`src/rtl/core/crcfd_pkg.sv`:
```
// ----------------------------------------------------------------------------
// crcfd_pkg: shared types, constants and functions of the frame deframer
// Holds the result word layout, the CRC-16 byte step and the command decode.
// ----------------------------------------------------------------------------
package crcfd_pkg;

    // width of the stored payload length, received field is masked to it
    localparam int LENGTH_BITS = 16;
    // byte position counter must reach header + payload + one crc byte
    localparam int POS_W = LENGTH_BITS + 1;

    localparam int          HEADER_BYTES = 4;
    localparam logic [15:0] CRC_POLY     = 16'h1021;

    // function codes
    localparam logic [7:0] FN_SERVO_FIRST = 8'h01;
    localparam logic [7:0] FN_SERVO_LAST  = 8'h06;
    localparam logic [7:0] FN_SERVO_ALL   = 8'h07;
    localparam logic [7:0] FN_BEEPER      = 8'h08;

    // command classes
    localparam logic [1:0] CLASS_ONE_SERVO = 2'd0;
    localparam logic [1:0] CLASS_ALL_SERVO = 2'd1;
    localparam logic [1:0] CLASS_BEEPER    = 2'd2;
    localparam logic [1:0] CLASS_OTHER     = 2'd3;

    // one result word
    typedef struct packed {
        logic [7:0]  payload_byte;
        logic        payload_valid;
        logic [15:0] payload_index;
        logic        frame_end;
        logic        crc_ok;
        logic [7:0]  device_address;
        logic [7:0]  function_code;
        logic [15:0] payload_length;
        logic [1:0]  command_class;
    } crcfd_result_t;

    // fold one byte into the crc, msb first, no reflection
    function automatic logic [15:0] crc16_fold(input logic [15:0] crc, input logic [7:0] b);
        logic [15:0] c;
        c = crc ^ {b, 8'h00};
        for (int k = 0; k < 8; k++)
        begin
            if (c[15])
                c = {c[14:0], 1'b0} ^ CRC_POLY;
            else
                c = {c[14:0], 1'b0};
        end
        return c;
    endfunction

    // class of a function code
    function automatic logic [1:0] cmd_class_of(input logic [7:0] f);
        logic [1:0] r;
        if (f >= FN_SERVO_FIRST && f <= FN_SERVO_LAST)
            r = CLASS_ONE_SERVO;
        else if (f == FN_SERVO_ALL)
            r = CLASS_ALL_SERVO;
        else if (f == FN_BEEPER)
            r = CLASS_BEEPER;
        else
            r = CLASS_OTHER;
        return r;
    endfunction

endpackage

```
`src/rtl/core/crcfd_if.sv`:
```
// ----------------------------------------------------------------------------
// crcfd_if: valid/ready channels of the frame deframer
// Byte channel towards the block and result channel out of it.
// ----------------------------------------------------------------------------
interface crcfd_byte_if;
    logic       valid;
    logic       ready;
    logic [7:0] rx_byte;

    modport source (output valid, output rx_byte, input ready);
    modport sink   (input valid, input rx_byte, output ready);
endinterface

interface crcfd_result_if;
    logic        valid;
    logic        ready;
    logic [7:0]  payload_byte;
    logic        payload_valid;
    logic [15:0] payload_index;
    logic        frame_end;
    logic        crc_ok;
    logic [7:0]  device_address;
    logic [7:0]  function_code;
    logic [15:0] payload_length;
    logic [1:0]  command_class;

    modport source (
        output valid, output payload_byte, output payload_valid, output payload_index,
        output frame_end, output crc_ok, output device_address, output function_code,
        output payload_length, output command_class, input ready
    );
    modport sink (
        input valid, input payload_byte, input payload_valid, input payload_index,
        input frame_end, input crc_ok, input device_address, input function_code,
        input payload_length, input command_class, output ready
    );
endinterface

```
`src/rtl/core/crcfd_frame_ctrl.sv`:
```
// ----------------------------------------------------------------------------
// crcfd_frame_ctrl: frame tracker and crc accumulator
// Decodes one byte against the frame position and updates the frame state.
// ----------------------------------------------------------------------------
module crcfd_frame_ctrl
    import crcfd_pkg::*;
(
    input  logic          clk,
    input  logic          rst_n,
    input  logic          step,
    input  logic [7:0]    rx_byte,
    output crcfd_result_t res
);

    logic [POS_W-1:0]       pos_reg, pos_next;
    logic [LENGTH_BITS-1:0] len_reg, len_next;
    logic [15:0]            crc_reg, crc_next;
    logic [7:0]             addr_reg, addr_next;
    logic [7:0]             func_reg, func_next;
    logic [7:0]             crc_lo_reg, crc_lo_next;

    logic [POS_W-1:0]       crc_pos;
    logic                   in_header;
    logic                   in_payload;
    logic                   at_crc_lo;
    logic [15:0]            crc_base;
    logic [15:0]            crc_folded;
    logic [15:0]            len_hi_merge;
    logic [POS_W-1:0]       pay_offset;

    // frame section of the current byte
    assign crc_pos    = POS_W'(HEADER_BYTES) + POS_W'(len_reg);
    assign in_header  = pos_reg < POS_W'(HEADER_BYTES);
    assign in_payload = !in_header && (pos_reg < crc_pos);
    assign at_crc_lo  = !in_header && (pos_reg == crc_pos);
    assign pay_offset = pos_reg - POS_W'(HEADER_BYTES);

    // first byte of a frame restarts the crc
    assign crc_base     = (pos_reg == '0) ? 16'h0000 : crc_reg;
    assign crc_folded   = crc16_fold(crc_base, rx_byte);
    assign len_hi_merge = 16'(len_reg) | {rx_byte, 8'h00};

    // next state and result word
    always_comb
    begin
        pos_next    = pos_reg;
        len_next    = len_reg;
        crc_next    = crc_reg;
        addr_next   = addr_reg;
        func_next   = func_reg;
        crc_lo_next = crc_lo_reg;

        res = '0;

        if (in_header)
        begin
            case (pos_reg[1:0])
                2'd0:    addr_next = rx_byte;
                2'd1:    func_next = rx_byte;
                2'd2:    len_next  = LENGTH_BITS'(rx_byte);
                default: len_next  = len_hi_merge[LENGTH_BITS-1:0];
            endcase
            crc_next = crc_folded;
            pos_next = pos_reg + 1'b1;
        end
        else if (in_payload)
        begin
            res.payload_byte  = rx_byte;
            res.payload_valid = 1'b1;
            res.payload_index = 16'(pay_offset[LENGTH_BITS-1:0]);
            crc_next          = crc_folded;
            pos_next          = pos_reg + 1'b1;
        end
        else if (at_crc_lo)
        begin
            crc_lo_next = rx_byte;
            pos_next    = pos_reg + 1'b1;
        end
        else
        begin
            res.frame_end = 1'b1;
            res.crc_ok    = ({rx_byte, crc_lo_reg} == crc_reg);
            pos_next      = '0;
        end

        // header fields as they stand after this byte
        res.device_address = addr_next;
        res.function_code  = func_next;
        res.payload_length = 16'(len_next);
        res.command_class  = cmd_class_of(func_next);
    end

    // frame state
    always_ff @(posedge clk or negedge rst_n)
    begin
        if (!rst_n)
        begin
            pos_reg    <= '0;
            len_reg    <= '0;
            crc_reg    <= '0;
            addr_reg   <= '0;
            func_reg   <= '0;
            crc_lo_reg <= '0;
        end
        else if (step)
        begin
            pos_reg    <= pos_next;
            len_reg    <= len_next;
            crc_reg    <= crc_next;
            addr_reg   <= addr_next;
            func_reg   <= func_next;
            crc_lo_reg <= crc_lo_next;
        end
    end

endmodule

```
`src/rtl/core/crc_frame_deframer.sv`:
```
// Path: an accepted byte goes to the input register, its result word to the result register.
// Throughput: one byte per cycle unless result.ready stalls; input register,
// frame tracker's single-byte crc step and result register keep that pace.
// Reset: rst_n clears the frame position, length, crc, header registers and
// both stage valid flags; the first byte after reset starts a new frame.
// ----------------------------------------------------------------------------
// crc_frame_deframer: length-prefixed frame deframer with crc-16 check
// Registers each byte, tracks the frame and registers one result per byte.
// ----------------------------------------------------------------------------
module crc_frame_deframer
    import crcfd_pkg::*;
(
    input  logic                  clk,
    input  logic                  rst_n,
    crcfd_byte_if.sink            rx,
    crcfd_result_if.source        result
);

    logic          s1_valid_reg;
    logic [7:0]    s1_byte_reg;
    logic          s2_valid_reg;
    crcfd_result_t s2_res_reg;

    logic          s2_free;
    logic          advance;
    crcfd_result_t res;

    // stage flow control
    assign s2_free  = !s2_valid_reg || result.ready;
    assign advance  = s1_valid_reg && s2_free;
    assign rx.ready = !s1_valid_reg || s2_free;

    // input register
    always_ff @(posedge clk or negedge rst_n)
    begin
        if (!rst_n)
            s1_valid_reg <= 1'b0;
        else if (rx.ready)
            s1_valid_reg <= rx.valid;
    end

    always_ff @(posedge clk)
    begin
        if (rx.ready && rx.valid)
            s1_byte_reg <= rx.rx_byte;
    end

    // frame tracking
    crcfd_frame_ctrl u_frame_ctrl (
        .clk     (clk),
        .rst_n   (rst_n),
        .step    (advance),
        .rx_byte (s1_byte_reg),
        .res     (res)
    );

    // result register
    always_ff @(posedge clk or negedge rst_n)
    begin
        if (!rst_n)
            s2_valid_reg <= 1'b0;
        else if (s2_free)
            s2_valid_reg <= s1_valid_reg;
    end

    always_ff @(posedge clk)
    begin
        if (advance)
            s2_res_reg <= res;
    end

    // result word to the port
    assign result.valid          = s2_valid_reg;
    assign result.payload_byte   = s2_res_reg.payload_byte;
    assign result.payload_valid  = s2_res_reg.payload_valid;
    assign result.payload_index  = s2_res_reg.payload_index;
    assign result.frame_end      = s2_res_reg.frame_end;
    assign result.crc_ok         = s2_res_reg.crc_ok;
    assign result.device_address = s2_res_reg.device_address;
    assign result.function_code  = s2_res_reg.function_code;
    assign result.payload_length = s2_res_reg.payload_length;
    assign result.command_class  = s2_res_reg.command_class;

endmodule
```
`src/flat_wrapper.sv`:
```
// flat-port wrapper written by rule: the top's interface ports become plain ports
module crc_frame_deframer_flat import crcfd_pkg::*;
  (clk, rst_n, rx_valid, rx_rx_byte, rx_ready, result_valid, result_payload_byte, result_payload_valid, result_payload_index, result_frame_end, result_crc_ok, result_device_address, result_function_code, result_payload_length, result_command_class, result_ready);
  crcfd_byte_if rx_i ();
  crcfd_result_if result_i ();
  input  logic clk;
  input  logic rst_n;
  input wire logic [$bits(rx_i.valid)-1:0] rx_valid;
  input wire logic [$bits(rx_i.rx_byte)-1:0] rx_rx_byte;
  output wire logic [$bits(rx_i.ready)-1:0] rx_ready;
  output wire logic [$bits(result_i.valid)-1:0] result_valid;
  output wire logic [$bits(result_i.payload_byte)-1:0] result_payload_byte;
  output wire logic [$bits(result_i.payload_valid)-1:0] result_payload_valid;
  output wire logic [$bits(result_i.payload_index)-1:0] result_payload_index;
  output wire logic [$bits(result_i.frame_end)-1:0] result_frame_end;
  output wire logic [$bits(result_i.crc_ok)-1:0] result_crc_ok;
  output wire logic [$bits(result_i.device_address)-1:0] result_device_address;
  output wire logic [$bits(result_i.function_code)-1:0] result_function_code;
  output wire logic [$bits(result_i.payload_length)-1:0] result_payload_length;
  output wire logic [$bits(result_i.command_class)-1:0] result_command_class;
  input wire logic [$bits(result_i.ready)-1:0] result_ready;
  assign rx_i.valid = rx_valid;
  assign rx_i.rx_byte = rx_rx_byte;
  assign rx_ready = rx_i.ready;
  assign result_valid = result_i.valid;
  assign result_payload_byte = result_i.payload_byte;
  assign result_payload_valid = result_i.payload_valid;
  assign result_payload_index = result_i.payload_index;
  assign result_frame_end = result_i.frame_end;
  assign result_crc_ok = result_i.crc_ok;
  assign result_device_address = result_i.device_address;
  assign result_function_code = result_i.function_code;
  assign result_payload_length = result_i.payload_length;
  assign result_command_class = result_i.command_class;
  assign result_i.ready = result_ready;
  crc_frame_deframer u_core (.clk(clk), .rst_n(rst_n), .rx(rx_i), .result(result_i));
endmodule
```
`config.mk`:
```
export PLATFORM = sky130hd
export DESIGN_NAME = crc_frame_deframer_flat
export DESIGN_NICKNAME = d
export VERILOG_FILES = /design/src/rtl/core/crcfd_pkg.sv /design/src/rtl/core/crcfd_if.sv /design/src/rtl/core/crcfd_frame_ctrl.sv /design/src/rtl/core/crc_frame_deframer.sv /design/src/flat_wrapper.sv
export SDC_FILE = /design/constraint.sdc
export NUM_CORES = 1
export LEC_CHECK = 0
export ABC_AREA = 1
export BUFFER_PORTS_ARGS = -buffer_cell sky130_fd_sc_hd__clkbuf_2
export CAP_MARGIN = 20
export CELL_PAD_IN_SITES_DETAIL_PLACEMENT = 2
export CELL_PAD_IN_SITES_GLOBAL_PLACEMENT = 2
export CORE_MARGIN = 4
export CORE_UTILIZATION = 33
export DETAILED_ROUTE_END_ITERATION = 10
export PLACE_DENSITY_LB_ADDON = 0.25
export SETUP_SLACK_MARGIN = 0.15
export SYNTH_ARGS = -nofsm -noshare
export SYNTH_HDL_FRONTEND = slang
export SYNTH_HIERARCHICAL = 1
export SYNTH_SLANG_ARGS = --single-unit
```
`constraint.sdc`:
```
create_clock -name clk -period 5.1 [get_ports clk]
set_input_delay 1.02 -clock clk [delete_from_list [all_inputs] [get_ports clk]]
set_output_delay 1.02 -clock clk [all_outputs]
set_load 0.02 [all_outputs]
```
==> impl_metrics.env, run 1 <==
export IMPL_outcome="finished clean"
export IMPL_insertion_delay_ns=0.43
export IMPL_cts_path_max_buffers=2
export IMPL_crit_chain="ha_1 > nand2_1 > nor4_1 > nand3_1 > nor2_1 > nand3_1 > nor2_1 > nand3_1 > ha_1 > nand2_1 > nor3_1 > nand2_1 > nand2_1 > nor2_1 > inv_1 > nor2_1"
export IMPL_syn2layout_area_growth_pct=16.2
export IMPL_finalSetupViolCount=0
export IMPL_largest_reg_flops=17
export IMPL_grt_pass1_vias=6912
export IMPL_stdcell_area_mm2=0.00879
export IMPL_max_freq_mhz=243
export IMPL_cp_arrival_ns=4.25
export IMPL_met2_length_um=12000
export IMPL_cts_sinks=144
export IMPL_synth_edf_count=69
export IMPL_yosysTopAreaCell="edfxtp_1"
export IMPL_yosysTopAreaCellShare_pct=27.4
export IMPL_rsz0062_at_grt="false"
export IMPL_grt_usage_pct=19.5
export IMPL_post_drt_wl_per_cell_um=19.3
export IMPL_crit_path_start_kind="register"
export IMPL_worst_slack_ns=0.980
export IMPL_grt_max_degree=82
export IMPL_drv_cap=0
export IMPL_h_tree_depth=4
export IMPL_synth_warning_count=6
export IMPL_vias_per_cell=5.03
export IMPL_path_clk_slew_ns=0.07
export IMPL_dr_pass1_iters=4
export IMPL_slowest_delay_ns=0.70
export IMPL_synth_common_cells="285 x nand2_1, 114 x inv_1, 75 x dfrtp_1"
export IMPL_wl_met3_um=607
export IMPL_drt_wl_total_um=24200
export IMPL_syn_inst=885
export IMPL_worst_endpoint_required_ns=5.23
export IMPL_finalHoldViolations=0
export IMPL_worst_pin_slew_ns=1.04
export IMPL_wl_met1_um=11400
export IMPL_ant_nets=0
export IMPL_initial_core_util_pct=33.5
export IMPL_cellPowerDensity_mw_per_mm2=779
export IMPL_yosysMostFrequentCell="nand2_1"
export IMPL_timing_critical_path_buf_inv=1
export IMPL_grt_pass1_wl_um=39400
export IMPL_fp_dieW_um=159
export IMPL_antenna_found_initial=0
export IMPL_netlist_area_mm2=0.00757
export IMPL_grt_overflow=0
export IMPL_slew_violations=0
export IMPL_finalPower_mw=6.85
export IMPL_multi_input_area_mm2=0.00306
export IMPL_synth_nets=921
export IMPL_dp_cells=1222
export IMPL_clock_skew_ns=0.0104
export IMPL_post_cts_resized=0
export IMPL_final_instance_count_excl_fill=1255
export IMPL_cpMaxStageDelayCell="inv_1"
export IMPL_critPathKind="reg -> reg"
export IMPL_period_minus_slack_ns=4.12
export IMPL_gp_congestion=0.801
export IMPL_dp_hpwl_um=17300
export IMPL_avgSynthCellArea_um2=8.55
export IMPL_totalNegativeSetupSlack_ns=0
export IMPL_dpl_instance_area_mm2=0.00819
export IMPL_dieArea_mm2=0.0254
export IMPL_place_ws_ns=1.02
export IMPL_fillers=2592
export IMPL_fin_nets=993
export IMPL_rows=55
export IMPL_ys_seq_elements=144
export IMPL_highest_layer="met4"
export IMPL_die_h_um=159
export IMPL_ys_seq_area_share_pct=52.2
export IMPL_p_leak_nw=4.22
export IMPL_drive_above_1_share_pct=13.8
export IMPL_cts_hold_buf=0
export IMPL_cts_root_buffer="clkbuf_16"
export IMPL_path_delay_family="simple AND/OR/NAND/NOR gates"
export IMPL_slew_headroom_pct=30.3
export IMPL_core_mm2=0.0226
export IMPL_final_period_utilization_pct=80.8
export IMPL_postSynth_asyncResetShare_pct=52.1
export IMPL_port_buffers=74
export IMPL_ys_top_cells_by_area="edfxtp_1 27%, dfrtp_1 25%, nand2_1 14%"
export IMPL_ir_drop_uv=254
export IMPL_crit_path_end_kind="register"
export IMPL_drc=0
export IMPL_final_seq_area_mm2=0.00395
export IMPL_cts_setup_buffers=0
export IMPL_vias=6316
export IMPL_cp_max_fo=24
export IMPL_ios=75
export IMPL_cts_buffers=17
export IMPL_diodes=0
export IMPL_yosys_cell_types_count=37
export IMPL_drt_iter0_drc=294
export IMPL_min_path_type="reg -> reg"
export IMPL_cts_tree="built"
export IMPL_synth_main_ff_cell="dfrtp_1"
-- worst paths after layout --
kind                                                                  start                                           to  slack [ns]  cells after the start
worst max-delay path             u_core/u_frame_ctrl/len_reg[2]$_DFFE_PN0P_    u_core/result.payload_index[14]$_DFFE_PP_        0.98                     16
worst max register to register   u_core/u_frame_ctrl/len_reg[2]$_DFFE_PN0P_    u_core/result.payload_index[14]$_DFFE_PP_        0.98                     16
worst min-delay path            u_core/u_frame_ctrl/addr_reg[5]$_DFFE_PN0P_  u_core/u_frame_ctrl/addr_reg[5]$_DFFE_PN0P_        0.49                      2
worst min register to register  u_core/u_frame_ctrl/addr_reg[5]$_DFFE_PN0P_  u_core/u_frame_ctrl/addr_reg[5]$_DFFE_PN0P_        0.49                      2
min in group asynchronous                                             rst_n   u_core/u_frame_ctrl/pos_reg[4]$_DFFE_PN0P_        0.62                      1
max in group asynchronous                                             rst_n   u_core/u_frame_ctrl/crc_reg[4]$_DFFE_PN0P_        3.54                      2
-- metal layers --
metal  vias up  track usage [%]
li1       2999                -
met1      3216             26.4
met2        89             33.1
met3        12             3.13
met4         0             4.38
met5         -                0
-- worst register-to-register path, delay by kind of cell (launching register included) --
kind	cells	cell delay (ns)
adders and majority gates	2	0.56
buffers and inverters	1	0.70
and+or+nand+nor	13	2.06
DFF	1	0.50
-- final cells by class --
cell class	instances	share of cell area (%)
Clock buffer	17	4.84
Clock inverter	15	1.89
Inverter	115	4.91
Multi-Input combinational cell	601	34.8
Sequential cell	144	44.9
Tap cell	285	4.06
Timing Repair Buffer	78	4.55
-- layout by cell type (no fill, tap or decap), types with 4 or more instances in the layout --
| cell | synthesis | final |
|---|---|---|
| nand3_1 | 57 | 57 |
| o22ai_1 | 8 | 8 |
| a21oi_1 | 16 | 15 |
| o21ai_0 | 55 | 55 |
| nor4_1 | 7 | 7 |
| dfrtp_1 | 75 | 75 |
| xor2_1 | 28 | 28 |
| inv_1 | 114 | 114 |
| nand4_1 | 11 | 11 |
| ha_1 | 24 | 24 |
| nor3_1 | 11 | 11 |
| inv_8 | 0 | 6 |
| nand2_1 | 285 | 285 |
| nor2_1 | 57 | 57 |
| xnor2_1 | 8 | 8 |
| edfxtp_1 | 69 | 69 |
| nand3b_1 | 5 | 5 |
| o21ai_1 | 4 | 4 |
| clkbuf_2 | 0 | 73 |
| buf_4 | 1 | 4 |
| clkbuf_16 | 0 | 17 |
-- logic make-up (layout without fill, tap and decap cells) --
| kind of cell | count (synthesis) | after routing | synth area share [%] |
|---|---|---|---|
| compound gates | 92 | 92 | 6.61 |
| xor+xnor | 36 | 36 | 4.17 |
| fa+ha+maj | 24 | 24 | 3.97 |
| buf+inv | 140 | 225 | 7.51 |
| flops | 144 | 144 | 52.2 |
| simple gates | 449 | 449 | 25.6 |
-- stage by stage --
step	hold slack, ns	util [%]
after floorplan	0.449	-
after global placement	0.464	36.3
after detailed placement	0.478	36.3
after CTS	0.496	38.9
after global routing	0.522	38.9
final	0.491	38.9
-- report_power, final --
part	switching, mW	internal, mW
Clock	0.606	0.660
Combinational	2.50	0.965
Sequential	0.300	1.82
Total	3.41	3.44
(Power assumes the default switching activity.)
==> inputs of run 2 (changes only) <==
- ABC_AREA: 1 -> 0
- CORE_UTILIZATION: 33 -> 39
- clock period: 5.1 -> 4 ns (I/O delays scaled with it)
==> impl_metrics.env, run 2 <==
export IMPL_final_common_cell="dfrtp_1"
export IMPL_dieArea_mm2=0.0207
export IMPL_path_clk_slew_ns=0.06
export IMPL_yosys_cell_types_count=53
export IMPL_period_minus_slack_ns=3.53
export IMPL_rsz0062_at_grt="false"
export IMPL_min_path_type="in -> async"
export IMPL_slew_violations=0
export IMPL_ys_seq_area_share_pct=54.9
export IMPL_worst_pin_slew_ns=0.764
export IMPL_grt_usage_pct=21.0
export IMPL_cp_arrival_ns=3.78
export IMPL_crit_path_start_kind="register"
export IMPL_slowest_delay_ns=0.45
export IMPL_synth_warning_count=6
export IMPL_totalNegativeSetupSlack_ns=0
export IMPL_grt_max_degree=76
export IMPL_worst_slack_ns=0.469
export IMPL_yosysTopAreaCellShare_pct=28.8
export IMPL_worst_endpoint_required_ns=4.24
export IMPL_fp_dieW_um=144
export IMPL_crit_chain="ha_1 > nand3_1 > xor2_1 > ha_1 > a21o_1 > a21o_1 > a221o_1 > a2111oi_4 > buf_4 > nand2_1 > a21oi_1"
export IMPL_postSynth_asyncResetShare_pct=52.1
export IMPL_synth_edf_count=69
export IMPL_cts_tree="built"
export IMPL_ys_top_cells_by_area="edfxtp_1 29%, dfrtp_1 26%, xor2_1 6.8%"
export IMPL_h_tree_depth=4
export IMPL_rows=49
export IMPL_most_common_layout_cells="75 x dfrtp_1, 73 x clkbuf_2, 69 x edfxtp_1"
export IMPL_drv_cap=0
export IMPL_cellPowerDensity_mw_per_mm2=824
export IMPL_post_drt_wl_per_cell_um=21.9
export IMPL_synth_main_ff_cell="dfrtp_1"
export IMPL_dp_hpwl_um=14200
export IMPL_ios=75
export IMPL_synth_nets=669
export IMPL_yosysMostFrequentCell="dfrtp_1"
export IMPL_place_ws_ns=0.427
export IMPL_fin_nets=735
export IMPL_cts_sinks=144
export IMPL_outcome="finished clean"
export IMPL_grt_overflow=0
export IMPL_synth_common_cells="75 x dfrtp_1, 69 x edfxtp_1, 66 x nor2_1"
export IMPL_drc=0
export IMPL_final_util_pct=46.2
export IMPL_drt_iter0_drc=219
export IMPL_avgSynthCellArea_um2=11.4
export IMPL_drt_wl_total_um=20600
export IMPL_vias=5134
export IMPL_grt_pass1_wl_um=33200
export IMPL_critPathKind="reg -> reg"
export IMPL_gp_congestion=0.768
export IMPL_crit_path_end_kind="register"
export IMPL_initial_core_util_pct=39.8
export IMPL_cp_max_fo=16
export IMPL_die_h_um=144
export IMPL_insertion_delay_ns=0.42
export IMPL_ys_seq_elements=144
export IMPL_antenna_found_initial=0
export IMPL_yosysTopAreaCell="edfxtp_1"
export IMPL_cts_buffers=17
export IMPL_p_leak_nw=3.66
export IMPL_syn_inst=633
export IMPL_vias_per_cell=5.46
export IMPL_r2r_start="u_core/u_frame_ctrl/len_reg[2]$_DFFE_PN0P_"
export IMPL_drive_above_1_share_pct=21.5
export IMPL_final_instance_count_excl_fill=941
export IMPL_fillers=1823
export IMPL_cts_root_buffer="clkbuf_16"
export IMPL_dpl_instance_area_mm2=0.00777
export IMPL_syn2layout_area_growth_pct=16.1
export IMPL_diodes=0
export IMPL_fin_hold_ws_ns=0.225
export IMPL_clock_skew_ns=0.0125
export IMPL_cpMaxStageDelayCell="dfrtp_1"
export IMPL_max_freq_mhz=283
export IMPL_reg2reg_slack_ns=0.47
export IMPL_cts_setup_buffers=0
export IMPL_final_period_utilization_pct=88.3
export IMPL_ir_drop_uv=344
export IMPL_stdcell_area_mm2=0.00836
export IMPL_reg2reg_to="u_core/result.payload_index[7]$_DFFE_PP_"
export IMPL_ff2ff_path_depth=11
export IMPL_finalHoldViolations=0
export IMPL_slew_headroom_pct=49.1
export IMPL_finalSetupViolCount=0
export IMPL_dr_pass1_iters=4
export IMPL_core_mm2=0.0181
export IMPL_cts_path_max_buffers=2
export IMPL_grt_pass1_vias=5804
export IMPL_largest_reg_flops=17
export IMPL_port_buffers=74
export IMPL_netlist_area_mm2=0.00720
export IMPL_finalPower_mw=6.89
export IMPL_dp_cells=908
export IMPL_ant_nets=0
==> run 2: cell count changes after synthesis, moves of 14 or more <==
cell,delta
xnor2_1,+21
and3_1,+15
mux2_2,+27
o21ai_0,-40
clkbuf_1,+20
nand2_1,-231
a22o_1,+14
xor2_1,+28
nand3_1,-35
inv_1,-100
==> run 2: worst max-delay path by stage <==
| stage | endpoint | startpoint | cells past startpoint |
|---|---|---|---|
| after detailed placement | u_core/result.payload_index[11]$_DFFE_PP_ | u_core/u_frame_ctrl/len_reg[4]$_DFFE_PN0P_ | 13 |
| after CTS | u_core/result.payload_index[11]$_DFFE_PP_ | u_core/u_frame_ctrl/len_reg[2]$_DFFE_PN0P_ | 13 |
| final | u_core/result.payload_index[7]$_DFFE_PP_ | u_core/u_frame_ctrl/len_reg[2]$_DFFE_PN0P_ | 11 |
| after global placement | u_core/result.payload_index[11]$_DFFE_PP_ | u_core/u_frame_ctrl/len_reg[2]$_DFFE_PN0P_ | 13 |
| after floorplan | u_core/u_frame_ctrl/pos_reg[14]$_DFFE_PN0P_ | result_ready | 8 |
| after global routing | u_core/result.payload_index[7]$_DFFE_PP_ | u_core/u_frame_ctrl/len_reg[2]$_DFFE_PN0P_ | 11 |
==> run 2: kinds of logic after synthesis <==
family          share of synthesized area, %
xor+xnor                                10.3
flops                                   54.9
buf+inv                                 2.73
simple gates                            14.1
fa+ha+maj                               4.17
mux                                     5.82
compound gates                          7.93
==> run 2: power by group <==
group,internal (mW),leakage (nW),switching [mW],total [mW]
logic,1.09,1.79,1.69,2.79
clock network,0.858,0.251,0.648,1.51
registers,2.15,1.62,0.441,2.60
==> run 2: worst max-delay path, delay by kind of cell, from the launching register on <==
kind            cells  cell delay (ns)
flops               1             0.45
buf+inv             1             0.26
compound gates      5             1.43
fa+ha+maj           2             0.56
xor+xnor            1             0.20
simple gates        2             0.45
==> run 2: cell type report <==
type | instances | area (um2) | area share, %
clock buffer | 20 | 437 | 5.23
clock inverter | 12 | 111 | 1.33
inverter | 14 | 52.6 | 0.629
multi-input combinational | 439 | 3060 | 36.6
sequential | 144 | 3950 | 47.3
tap | 229 | 287 | 3.43
timing repair buffer | 83 | 460 | 5.51
==> run 2: routing by layer <==
layer | track usage (%) | up-vias | routed length, um
li1 | - | 2359 | -
met1 | 25.7 | 2685 | 8610
met2 | 37.5 | 71 | 11100
met3 | 3.96 | 19 | 544
met4 | 6.10 | 0 | 316
met5 | 0 | - | 0
==> run 2: repair_timing <==
| action | in CTS | in global routing |
|---|---|---|
| hold buffers | 0 | 0 |
| setup endpoints to repair | 0 | 1 |
| gates resized for setup | 0 | 1 |
